[config.mk]
export PLATFORM = sky130hd
export DESIGN_NAME = terminal_key_sequence_decoder
export DESIGN_NICKNAME = d
export VERILOG_FILES = /design/src/rtl/core/tksd_pkg.sv /design/src/rtl/core/terminal_key_sequence_decoder.sv
export SDC_FILE = /design/constraint.sdc
export NUM_CORES = 1
export LEC_CHECK = 0
export BUFFER_PORTS_ARGS = -buffer_cell sky130_fd_sc_hd__buf_2
export CELL_PAD_IN_SITES_DETAIL_PLACEMENT = 1
export CELL_PAD_IN_SITES_GLOBAL_PLACEMENT = 1
export CORE_MARGIN = 2
export CORE_UTILIZATION = 42
export CTS_CLUSTER_DIAMETER = 50
export DETAILED_ROUTE_END_ITERATION = 6
export HOLD_SLACK_MARGIN = 0.02
export PLACE_DENSITY = 0.75
export SLEW_MARGIN = 10
export SYNTH_ARGS = -nofsm -noshare
export SYNTH_HDL_FRONTEND = slang
export SYNTH_SLANG_ARGS = --single-unit
[constraint.sdc]
create_clock -name clk_i -period 2.52 [get_ports clk_i]
set_input_delay 0.378 -clock clk_i [delete_from_list [all_inputs] [get_ports clk_i]]
set_output_delay 0.378 -clock clk_i [all_outputs]
set_load 0.005 [all_outputs]
[src/rtl/core/tksd_pkg.sv]
// Shared constants for the terminal key sequence decoder: byte values of the
// escape sequence characters and the special key codes. No dependencies.
package tksd_pkg;

  localparam int unsigned ByteW = 8;
  localparam int unsigned KeyW  = 11;

  typedef logic [ByteW-1:0] byte_t;
  typedef logic [KeyW-1:0]  key_t;

  localparam byte_t ChLf      = 8'd10;
  localparam byte_t ChEsc     = 8'd27;
  localparam byte_t ChDel     = 8'd127;
  localparam byte_t ChLBrack  = 8'h5B;
  localparam byte_t ChUpperO  = 8'h4F;
  localparam byte_t ChTilde   = 8'h7E;
  localparam byte_t ChSemi    = 8'h3B;
  localparam byte_t ChDigit0  = 8'h30;
  localparam byte_t ChDigit1  = 8'h31;
  localparam byte_t ChDigit2  = 8'h32;
  localparam byte_t ChDigit3  = 8'h33;
  localparam byte_t ChDigit5  = 8'h35;
  localparam byte_t ChDigit6  = 8'h36;
  localparam byte_t ChDigit7  = 8'h37;
  localparam byte_t ChDigit9  = 8'h39;
  localparam byte_t ChUpperA  = 8'h41;
  localparam byte_t ChUpperB  = 8'h42;
  localparam byte_t ChUpperC  = 8'h43;
  localparam byte_t ChUpperD  = 8'h44;
  localparam byte_t ChUpperF  = 8'h46;
  localparam byte_t ChUpperH  = 8'h48;
  localparam byte_t ChUpperP  = 8'h50;
  localparam byte_t ChUpperR  = 8'h52;
  localparam byte_t ChUpperS  = 8'h53;
  localparam byte_t ChUpperT  = 8'h54;
  localparam byte_t ChUpperU  = 8'h55;

  localparam key_t KeyEsc       = 11'd1000;
  localparam key_t KeyUp        = 11'd1001;
  localparam key_t KeyDown      = 11'd1002;
  localparam key_t KeyRight     = 11'd1003;
  localparam key_t KeyLeft      = 11'd1004;
  localparam key_t KeyPgUp      = 11'd1005;
  localparam key_t KeyPgDown    = 11'd1006;
  localparam key_t KeyHome      = 11'd1007;
  localparam key_t KeyEnd       = 11'd1008;
  localparam key_t KeyInsert    = 11'd1009;
  localparam key_t KeyDelete    = 11'd1010;
  localparam key_t KeyF1        = 11'd1011;
  localparam key_t KeyF3        = 11'd1013;
  localparam key_t KeyF4        = 11'd1014;
  localparam key_t KeyF5        = 11'd1015;
  localparam key_t KeyF6        = 11'd1016;
  localparam key_t KeyF9        = 11'd1019;
  localparam key_t KeyF10       = 11'd1020;
  localparam key_t KeyEnter     = 11'd1021;
  localparam key_t KeyBackspace = 11'd1024;
  localparam key_t KeyCtrlLeft  = 11'd1025;
  localparam key_t KeyCtrlRight = 11'd1026;

endpackage

[src/rtl/core/terminal_key_sequence_decoder.sv]
// Top level of the terminal key sequence decoder: input register, escape
// sequence state machine and result register. Depends on tksd_pkg.

// The decoder accepts one received byte per clock cycle and delivers at most
// one key code per byte: the byte is held in the input register and its key
// code in the result register. Bytes that extend an escape sequence produce
// no transaction on the output; the byte that completes or breaks the
// sequence produces the key code. The input is stalled only while the input
// register holds a byte and the result register is full and stalled, so a
// steady stream runs at one byte a cycle.
module terminal_key_sequence_decoder (
  input  logic           clk_i,
  input  logic           rst_ni,
  input  logic           in_valid_i,
  output logic           in_stall_o,
  input  tksd_pkg::byte_t rx_byte_i,
  output logic           out_valid_o,
  input  logic           out_stall_i,
  output tksd_pkg::key_t key_code_o
);
  import tksd_pkg::*;

  typedef enum logic [3:0] {
    StIdle,
    StEsc,
    StEsc2,
    StCsi,
    StTilde,
    StCsi1,
    StSemi,
    StSemi5,
    StCsi2,
    StSs3,
    StSkip
  } state_e;

  state_e state_q, state_d;
  key_t   pending_q, pending_d;
  logic   in_valid_q;
  byte_t  rx_byte_q;
  logic   out_valid_q;
  key_t   key_q;
  logic   advance;
  logic   emit;
  key_t   key_d;

  assign advance    = !out_valid_q || !out_stall_i;
  assign in_stall_o = in_valid_q && !advance;

  always_comb begin
    state_d   = StIdle;
    pending_d = pending_q;
    emit      = 1'b1;
    key_d     = KeyEsc;
    case (state_q)
      StIdle: begin
        if (rx_byte_q == ChEsc) begin
          emit    = 1'b0;
          state_d = StEsc;
        end else if (rx_byte_q == ChLf) begin
          key_d = KeyEnter;
        end else if (rx_byte_q == ChDel) begin
          key_d = KeyBackspace;
        end else begin
          key_d = KeyW'(rx_byte_q);
        end
      end
      StEsc: begin
        if (rx_byte_q == ChLBrack) begin
          emit    = 1'b0;
          state_d = StCsi;
        end else if (rx_byte_q == ChUpperO) begin
          emit    = 1'b0;
          state_d = StSs3;
        end else if (rx_byte_q == ChDigit2) begin
          emit    = 1'b0;
          state_d = StEsc2;
        end
      end
      StEsc2: begin
        if (rx_byte_q == ChTilde) key_d = KeyInsert;
      end
      StCsi: begin
        case (rx_byte_q)
          ChUpperA: key_d = KeyUp;
          ChUpperB: key_d = KeyDown;
          ChUpperC: key_d = KeyRight;
          ChUpperD: key_d = KeyLeft;
          ChUpperH: key_d = KeyHome;
          ChUpperF: key_d = KeyEnd;
          ChDigit3: begin
            emit      = 1'b0;
            pending_d = KeyDelete;
            state_d   = StTilde;
          end
          ChDigit5: begin
            emit      = 1'b0;
            pending_d = KeyPgUp;
            state_d   = StTilde;
          end
          ChDigit6: begin
            emit      = 1'b0;
            pending_d = KeyPgDown;
            state_d   = StTilde;
          end
          ChDigit1: begin
            emit    = 1'b0;
            state_d = StCsi1;
          end
          ChDigit2: begin
            emit    = 1'b0;
            state_d = StCsi2;
          end
          default: key_d = KeyEsc;
        endcase
      end
      StTilde: begin
        if (rx_byte_q == ChTilde) key_d = pending_q;
      end
      StCsi1: begin
        if (rx_byte_q inside {[ChDigit1:ChDigit5]}) begin
          emit      = 1'b0;
          pending_d = KeyF1 + KeyW'(rx_byte_q - ChDigit1);
          state_d   = StSkip;
        end else if (rx_byte_q inside {[ChDigit7:ChDigit9]}) begin
          emit      = 1'b0;
          pending_d = KeyF6 + KeyW'(rx_byte_q - ChDigit7);
          state_d   = StSkip;
        end else if (rx_byte_q == ChSemi) begin
          emit    = 1'b0;
          state_d = StSemi;
        end
      end
      StSemi: begin
        if (rx_byte_q == ChDigit5) begin
          emit    = 1'b0;
          state_d = StSemi5;
        end
      end
      StSemi5: begin
        if (rx_byte_q == ChUpperD) begin
          key_d = KeyCtrlLeft;
        end else if (rx_byte_q == ChUpperC) begin
          key_d = KeyCtrlRight;
        end
      end
      StCsi2: begin
        if (rx_byte_q == ChDigit0) begin
          emit      = 1'b0;
          pending_d = KeyF9;
          state_d   = StSkip;
        end else if (rx_byte_q == ChDigit1) begin
          emit      = 1'b0;
          pending_d = KeyF10;
          state_d   = StSkip;
        end else if (rx_byte_q == ChTilde) begin
          key_d = KeyInsert;
        end
      end
      StSs3: begin
        case (rx_byte_q)
          ChUpperP: key_d = KeyF1;
          ChUpperR: key_d = KeyF3;
          ChUpperS: key_d = KeyF4;
          ChUpperT: key_d = KeyF5;
          ChUpperU: key_d = KeyF10;
          default:  key_d = KeyEsc;
        endcase
      end
      StSkip: key_d = pending_q;
      default: key_d = KeyEsc;
    endcase
  end

  always_ff @(posedge clk_i or negedge rst_ni) begin
    if (!rst_ni) begin
      in_valid_q  <= 1'b0;
      out_valid_q <= 1'b0;
      state_q     <= StIdle;
      pending_q   <= '0;
    end else begin
      if (!in_stall_o) begin
        in_valid_q <= in_valid_i;
      end
      if (advance) begin
        out_valid_q <= in_valid_q && emit;
        if (in_valid_q) begin
          state_q   <= state_d;
          pending_q <= pending_d;
        end
      end
    end
  end

  always_ff @(posedge clk_i) begin
    if (!in_stall_o && in_valid_i) begin
      rx_byte_q <= rx_byte_i;
    end
    if (advance && in_valid_q && emit) begin
      key_q <= key_d;
    end
  end

  assign out_valid_o = out_valid_q;
  assign key_code_o  = key_q;

  a_key_range: assert property (@(posedge clk_i) disable iff (!rst_ni)
    out_valid_o |-> (key_code_o <= KeyCtrlRight && key_code_o != 11'd1022 &&
                     key_code_o != 11'd1023))
    else $error("Key code outside the defined set.");

  a_hold_stage: assert property (@(posedge clk_i) disable iff (!rst_ni)
    (in_valid_q && !advance) |=> (in_valid_q && $stable(rx_byte_q) &&
                                  $stable(state_q)))
    else $error("Input register lost a byte while blocked.");

  a_pending_range: assert property (@(posedge clk_i) disable iff (!rst_ni)
    (state_q == StTilde || state_q == StSkip) |->
      (pending_q >= KeyPgUp && pending_q <= KeyF10))
    else $error("Pending key not set for a sequence awaiting its last byte.");

endmodule

==> run metrics <==
outcome=finished, final reports clean; vias after detailed routing=3,294; busiest grt layer=met2; PnR Total Power=~3.0 mW; CP required=~2600 ps; Crit Path Category=reg2reg; worst path cell trace=inv_1 > ha_1 > nand3_1 > buf_4 > or3_1 > a21oi_2 > nand2_1 > o2111ai_1; first-pass GRT wire length=18.0 mm; ANT nets after route=0; Crit Reg-Reg Startpoint=rx_byte_q[0]; CP top delay family=simple AND/OR/NAND/NOR gates; CTS max path bufs=2; Antenna diodes=0; crit path max fanout=8; max-cap violations=0; worst setup path startpoint=rx_byte_q[0]; worst reg2reg path depth=8; commonest non-fill, non-tap cell in the layout=buf_4; # clock sinks=36; crit path buf inv count=2; H-tree levels=2; RD Place Congestion=slightly below 1; routing usage on met2=~45%; CTS buffer count=5; Die X=~92 um; worst setup path endpoint=key_code_o[2]; largest net degree at the start of global routing=24; setup bufs post-CTS=0; GRT Total Usage=27.4%; Crit path arrival time=roughly 2600 ps; die area=around 8500 um2; Routed WL per cell=~21 um; layout cells sized above 1=between 20% and 30%; Layout area overhead=18.1%; multi-input logic area=between 2000 and 2500 um2; WP depth=8; DR DRC count=0; LEAKAGE=1.50 nW; Final Worst Setup Slack=between 70 and 80 ps; worst skew pair latency=around 300 ps; vias per inst=approximately 6.2; Period minus WS final=~2400 ps; Period Utilization, post-route=96.9%; YS warnings=0; Initial Utilization=a little over two fifths; Max transition margin=65.6%; die height=~92 um; final number of hold-violating endpoints=0; GRT overflow=0; Final setup violation count=0; post-synth net total=400; CP max-delay cell=edfxtp_1; GRT met1 Usage=37.1%; vias in the first global route=between 3,000 and 4,000; Layout Skew=between 7 and 8 ps; Min-Delay Path Class=in2async; crit path capture type=register; I/O Pins=25; Mapped Cells=between 300 and 400; CTS Hold Bufs=0; total routed wirelength=11.2 mm; Post-Place Worst Slack=between 60 and 70 ps; fillcell total=~930; nets=449; Worst VDD drop=about 290 uV; reg2reg setup slack=80 ps; clock slew at reported path FFs=about 80 ps; worst-margin pin slew=slightly above 500 ps; violation count after the first detailed-route iteration=329; Async S/R FF share, synth=47.2%; EDFF count, synth=19; I/O Buffers=24; fmax=409 MHz; #FFs+latches synth=36; Syn Area/Cell=between 8 and 9 um2; Netlist cell types=84; CTS tree=done; PwrDens=786 nW/um2; core area=approximately 7600 um2; ys flop type=edfxtp_1; # rows=32; r2r endpoint=key_code_o[2]; dpl hpwl=8.94 mm; register area=996 um2; post-synth design cell area=~3200 um2; commonest cells after routing, fill and taps aside=buf_4 (47), nor2_1 (38), a21oi_1 (30); Root Driver=clkbuf_8; Slew Viols, Final=0; Startpoint Class=register; DRT Pass-1 Iters=5; initial antenna violation count=0; Seq/Total Area, Yosys=roughly 31%; met3 usage in global routing=under 10%; CP max stage delay=approximately 470 ps
how the worst min path moves through the flow:
stage	to	slack, ps	cells after the start
3_5_place_dp	pending_q[6]	350	1
6_report	pending_q[6]	7	1
4_1_cts	pending_q[2]	20	1
3_3_place_gp	pending_q[8]	330	1
5_1_grt	pending_q[6]	30	1
2_1_floorplan	in_valid_q	80	0
worst register-to-register path, stage by stage, from the launching register on:
cell and delay [ps]:
edfxtp_1 470, inv_1 150, ha_1 360, nand3_1 230
buf_4 220, or3_1 320, a21oi_2 260, nand2_1 120
o2111ai_1 140
cell type report:
| type | instances | share of cell area [%] |
|---|---|---|
| clock buffer | 6 | 2.45 |
| clock inverter | 2 | 0.326 |
| inverter | 10 | 0.978 |
| multi-input combinational | 304 | 54.6 |
| sequential | 36 | 26.0 |
| tap | 102 | 3.33 |
| timing repair buffer | 71 | 12.3 |
metrics by stage:
step / std cells / setup TNS, ps / instance area [um2] / util, % / hold WS, ps
2_1_floorplan: 379 / 0 / 3250 / - / 82.4
3_3_place_gp: 523 / 0 / 3690 / 48.5 / 335
3_5_place_dp: 523 / 0 / 3690 / 48.5 / 345
4_1_cts: 531 / 0 / 3790 / 49.9 / 21.5
5_1_grt: 531 / -5.27 / 3840 / 50.4 / 30.2
6_report: 531 / 0 / 3840 / 50.4 / 6.61
cell usage after synthesis, drive strengths merged (3+ instances only):
master	instances	area share (%)
o211ai	3	0.85
xnor2	7	1.9
nand3b	3	0.69
nor2b	5	0.96
a211oi	5	1.2
a21oi	36	6.2
a211o	5	1.3
o21ai	15	2.4
or3	3	0.58
ha	9	3.5
clkbuf	3	0.35
a221o	3	0.92
xor2	4	1.1
o2111ai	4	1.1
nand4bb	3	1.0
nor4b	4	1.7
a21o	5	1.2
nor4	4	0.77
nor2	39	4.6
mux2i	4	1.2
nor3	15	2.6
nand2	30	3.5
or2	4	0.85
a21boi	3	0.81
inv	10	1.2
a32oi	3	0.81
a31oi	4	1.2
nand3	16	2.5
nand4	3	0.58
and2	8	1.5
edfxtp	19	18
buf	26	4.7
dfrtp	17	13
o22ai	5	0.96
and3	4	0.77
nand2b	12	2.5
registers in the layout, summed over array words and instances (netlist names):
signal,cells
key_code_o,11
pending_q,11
rx_byte_q,8
state_q,4
in_valid_q,1
out_valid_o,1
report_power, final:
group	leakage (nW)	internal [mW]	switching [mW]
sequential	0.372	0.875	0.181
clock	0.0523	0.253	0.232
combinational	1.07	0.645	0.832
total	1.50	1.77	1.24
logic make-up (layout without fill, tap and decap cells):
logic type	Yosys count	in the layout	synth area share, %
flip-flops	36	36	30.7
multiplexers	6	6	1.93
XOR/XNOR	11	11	2.97
buffers and inverters	39	89	6.16
AND/OR/NAND/NOR	161	161	27.8
adder cells (fa/ha/maj)	9	9	3.47
AO/OA/AOI/OAI	117	117	27.0
routing by layer:
| layer | vias to the layer above | share of wire, % |
|---|---|---|
| met3 | 36 | 4.9 |
| met2 | 136 | 47 |
| li1 | 1518 | - |
| met5 | - | 0 |
| met4 | 0 | 3.3 |
| met1 | 1604 | 45 |
what timing repair did:
| item | 4_1_cts | 5_1_grt |
|---|---|---|
| resized for setup | 0 | 10 |
| setup endpoints to repair | 0 | 28 |
| hold endpoints to repair | 0 | 0 |
No activity file was read; power rests on OpenSTA's default activity.
